[src/rtl/count_min_sketch_engine_assert.svh]
// Assertion macros for the count-min sketch engine.
// They expect a clock named aclk and an active-low reset named aresetn in scope.
`ifndef COUNT_MIN_SKETCH_ENGINE_ASSERT_SVH
`define COUNT_MIN_SKETCH_ENGINE_ASSERT_SVH

// The consequent must hold in the same cycle as the antecedent.
`define CMSE_ASSERT_SAME(name, ante, cons) \
    name: assert property (@(posedge aclk) disable iff (!aresetn) (ante) |-> (cons)) \
        else $error("count-min sketch check failed");

// The consequent must hold in the cycle after the antecedent.
`define CMSE_ASSERT_NEXT(name, ante, cons) \
    name: assert property (@(posedge aclk) disable iff (!aresetn) (ante) |=> (cons)) \
        else $error("count-min sketch check failed");

`endif

[src/rtl/cmse_pkg.sv]
`default_nettype none

package cmse_pkg;

    localparam int DEF_MAX_ROWS       = 8;
    localparam int DEF_MAX_WIDTH_LOG2 = 10;

    localparam int CNT_W  = 32;
    localparam int HASH_W = 128;
    localparam int CFG_W  = 4;

    localparam logic [CNT_W-1:0] COUNT_MAX        = {CNT_W{1'b1}};
    localparam logic [CNT_W-1:0] SPECIAL_ESTIMATE = 32'h7FFF_FFFF;

    localparam logic [CFG_W-1:0] RST_WIDTH_LOG2 = 4'd10;
    localparam logic [CFG_W-1:0] RST_ROWS       = 4'd4;

    localparam logic REG_WIDTH_LOG2 = 1'b0;
    localparam logic REG_ROWS       = 1'b1;

    localparam logic CMD_INC   = 1'b0;
    localparam logic CMD_QUERY = 1'b1;

    typedef enum logic [2:0] {
        ST_CLEAR,
        ST_IDLE,
        ST_READ,
        ST_MODIFY,
        ST_DONE
    } state_t;

    typedef struct packed {
        logic [CNT_W-1:0] count;
        logic [CNT_W-1:0] minimum;
    } upd_result_t;

endpackage

`default_nettype wire

[src/rtl/cmse_update_unit.sv]
`default_nettype none

module cmse_update_unit
    import cmse_pkg::*;
(
    input  wire logic             inc,
    input  wire logic [CNT_W-1:0] count_in,
    input  wire logic [CNT_W-1:0] min_in,
    output upd_result_t           result
);

    logic [CNT_W-1:0] count_new;

    always_comb begin
        if (inc && (count_in != COUNT_MAX)) begin
            count_new = count_in + CNT_W'(1);
        end else begin
            count_new = count_in;
        end
        result.count   = count_new;
        result.minimum = (count_new < min_in) ? count_new : min_in;
    end

endmodule

`default_nettype wire

[config.mk]
export PLATFORM = sky130hd
export DESIGN_NAME = cmse_update_unit
export DESIGN_NICKNAME = d
export VERILOG_FILES = /design/src/rtl/count_min_sketch_engine_assert.svh /design/src/rtl/cmse_pkg.sv /design/src/rtl/cmse_update_unit.sv
export SDC_FILE = /design/constraint.sdc
export NUM_CORES = 1
export LEC_CHECK = 0
export ABC_AREA = 1
export BUFFER_PORTS_ARGS = -buffer_cell sky130_fd_sc_hd__buf_2
export CAP_MARGIN = 30
export CORE_MARGIN = 3
export CORE_UTILIZATION = 51
export DETAILED_ROUTE_END_ITERATION = 10
export GPL_ROUTABILITY_DRIVEN = 0
export PLACE_DENSITY = 0.9
export SLEW_MARGIN = 20
export SYNTH_ARGS = -nofsm -noshare
export SYNTH_HDL_FRONTEND = slang
export SYNTH_SLANG_ARGS = --single-unit
[constraint.sdc]
create_clock -name vclk -period 8.53
set_clock_uncertainty 0.2 [all_clocks]
set_input_delay 0.4265 -clock vclk [all_inputs]
set_output_delay 0.4265 -clock vclk [all_outputs]
set_load 0.01 [all_outputs]
==> impl_metrics.tcl <==
set metrics [dict create \
    endpoint_kind "output port" \
    grt_max_degree 34 \
    dieWidth_um 73.4 \
    post_cts_buffers 0 \
    drt_iter0_drc 106 \
    path_class "in2out" \
    yosysTopAreaCell "nand2_2" \
    crit_required_ns 7.90 \
    min_delay_path_depth 4 \
    area_growth_pct 26.7 \
    yosysTopAreaCellShare 0.175 \
    final_common_cell "buf_2" \
    finalSetupTns_ns 0 \
    outcome "finished clean" \
    syn_area_um2 2320 \
    arrival_ns 4.44 \
    rsz0062_at_grt "false" \
    vias 2816 \
    antenna_found_initial 0 \
    cts-resized-gates 0 \
    synthTopCellsByArea "nand2_2 (18%), ha_1 (17%), nand2_1 (11%)" \
    fillers 401 \
    p_per_area_nw_per_um2 63.6 \
    setup_violations 0 \
    port_buffers 129 \
    layout_common_cells "buf_2 (129), nand2_1 (68), nand2_2 (65), inv_1 (60), nand3_1 (44)" \
    start_util 0.552 \
    grt_overflow 0 \
    hold_viol_final 0 \
    vias_per_cell 5.03 \
    synthesis.nets 486 \
    drive_above_1_share 0.404 \
    maxCapViolations 0 \
    final_nets 609 \
    hold_buffers 0 \
    seq_area_frac_synth 0 \
    start_kind "primary input" \
    antennaDiodeCount 0 \
    worstHoldStart "min_in[0]" \
    crit_family "simple AND/OR/NAND/NOR gates" \
    synthCells 389 \
    worst_slew_pin_slew_ns 0.476 \
    grt_pass1_vias 2574 \
    syn_avg_cell_area_um2 5.96 \
    slew_headroom 0.679 \
    finalWirelength_mm 6.58 \
    avgRoutedWirePerCell_um 11.8 \
    irDropWorstVdd_v 0.0000841 \
    hold_path_class "in2out" \
    max_freq_ghz 0.197 \
    grtUsageTotal 0.233 \
    ant_nets 0 \
    finalCritPeriodShare 0.594 \
    clkbuf_count 0 \
    min_period_ns 5.07 \
    drt_first_pass_iters 5 \
    row_count 23 \
    cp_slowest_stage_delay_ns 0.41 \
    dpl.hpwl_mm 5.80 \
    synth.distinct_cells 26 \
    cp_slowest_cell "nor4_1" \
    multi_input_area_um2 1990 \
    maxSlewViolCount 0 \
    hold_slack_ns 0.945 \
    seq_cell_count 0 \
    drc_errors 0 \
    die-area_um2 5390 \
    p_leak_nw 1.73 \
    die_h_um 73.4 \
    grt_pass1_wl_mm 10.6 \
    whs_endpoint "result[0]" \
    critPathMaxFanout 33 \
    ys_warn_count 0 \
    crit_buf_inv 4 \
    register_area_um2 0 \
    io_pins 129 \
    core_um2 4200 \
]
## how the worst max path moves through the flow
| stage | from | depth (start not counted) | end | slack (ns) |
|---|---|---|---|---|
| final | count_in[0] | 25 | result[8] | 3.46 |
| after global routing | count_in[0] | 25 | result[0] | 3.12 |
| after CTS | count_in[0] | 25 | result[8] | 3.49 |
| after detailed placement | count_in[0] | 25 | result[8] | 3.51 |
| after global placement | count_in[0] | 25 | result[31] | 3.68 |
| after floorplan | count_in[0] | 22 | result[23] | 4.49 |
## layer usage
metal | up-vias | share of wire | global-route usage
met3 | 6 | 0.052 | 0.00821
met1 | 1244 | 0.43 | 0.285
met4 | 0 | 0.0073 | 0.0241
met2 | 87 | 0.51 | 0.457
met5 | - | 0 | 0
li1 | 1479 | - | -
## power by group
part           internal, W  total [W]  switching [W]
Sequential               0          0              0
Clock                    0          0              0
Combinational    0.0000753   0.000187       0.000111
## synthesized netlist by cell type
| master | instances |
|---|---|
| nand2_2 | 65 |
| nand3_1 | 44 |
| nor4_2 | 2 |
| ha_1 | 32 |
| o21ai_0 | 3 |
| nand2_1 | 68 |
| xnor2_1 | 13 |
| buf_2 | 3 |
| inv_1 | 60 |
| nand3b_1 | 1 |
| a211oi_4 | 1 |
| nor2_2 | 3 |
| nand2_8 | 1 |
| inv_2 | 1 |
| a211oi_1 | 2 |
| buf_12 | 3 |
| xor2_1 | 16 |
| nor3_1 | 7 |
| nand2_4 | 2 |
| nor2_4 | 1 |
| clkbuf_4 | 3 |
| nor2_1 | 31 |
| a21oi_1 | 16 |
| nand4_1 | 7 |
| nor4_1 | 3 |
| o21ai_1 | 1 |
## cells by family after synthesis
kind of cell	Yosys count	synth area share
fa+ha+maj	32	0.173
simple gates	235	0.518
buf+inv	70	0.141
compound gates	23	0.0583
xor+xnor	29	0.110
## cell type report
cell class | instances | area share
tap | 50 | 0.0213
multi-input combinational | 319 | 0.678
timing repair buffer | 130 | 0.223
inverter | 61 | 0.0780
## through the flow
stage               std cells  setup WS (ns)  total power (W)   util  area, um2
floorplan                 389           4.49         0.000127      -       2320
detailed placement        560           3.51         0.000187  0.699       2940
global placement          560           3.68         0.000182  0.699       2940
finish                    560           3.46         0.000187  0.699       2940
global route              560           3.12         0.000210  0.699       2940
CTS                       560           3.49         0.000188  0.699       2940
No activity file was read; power rests on OpenSTA's default activity.
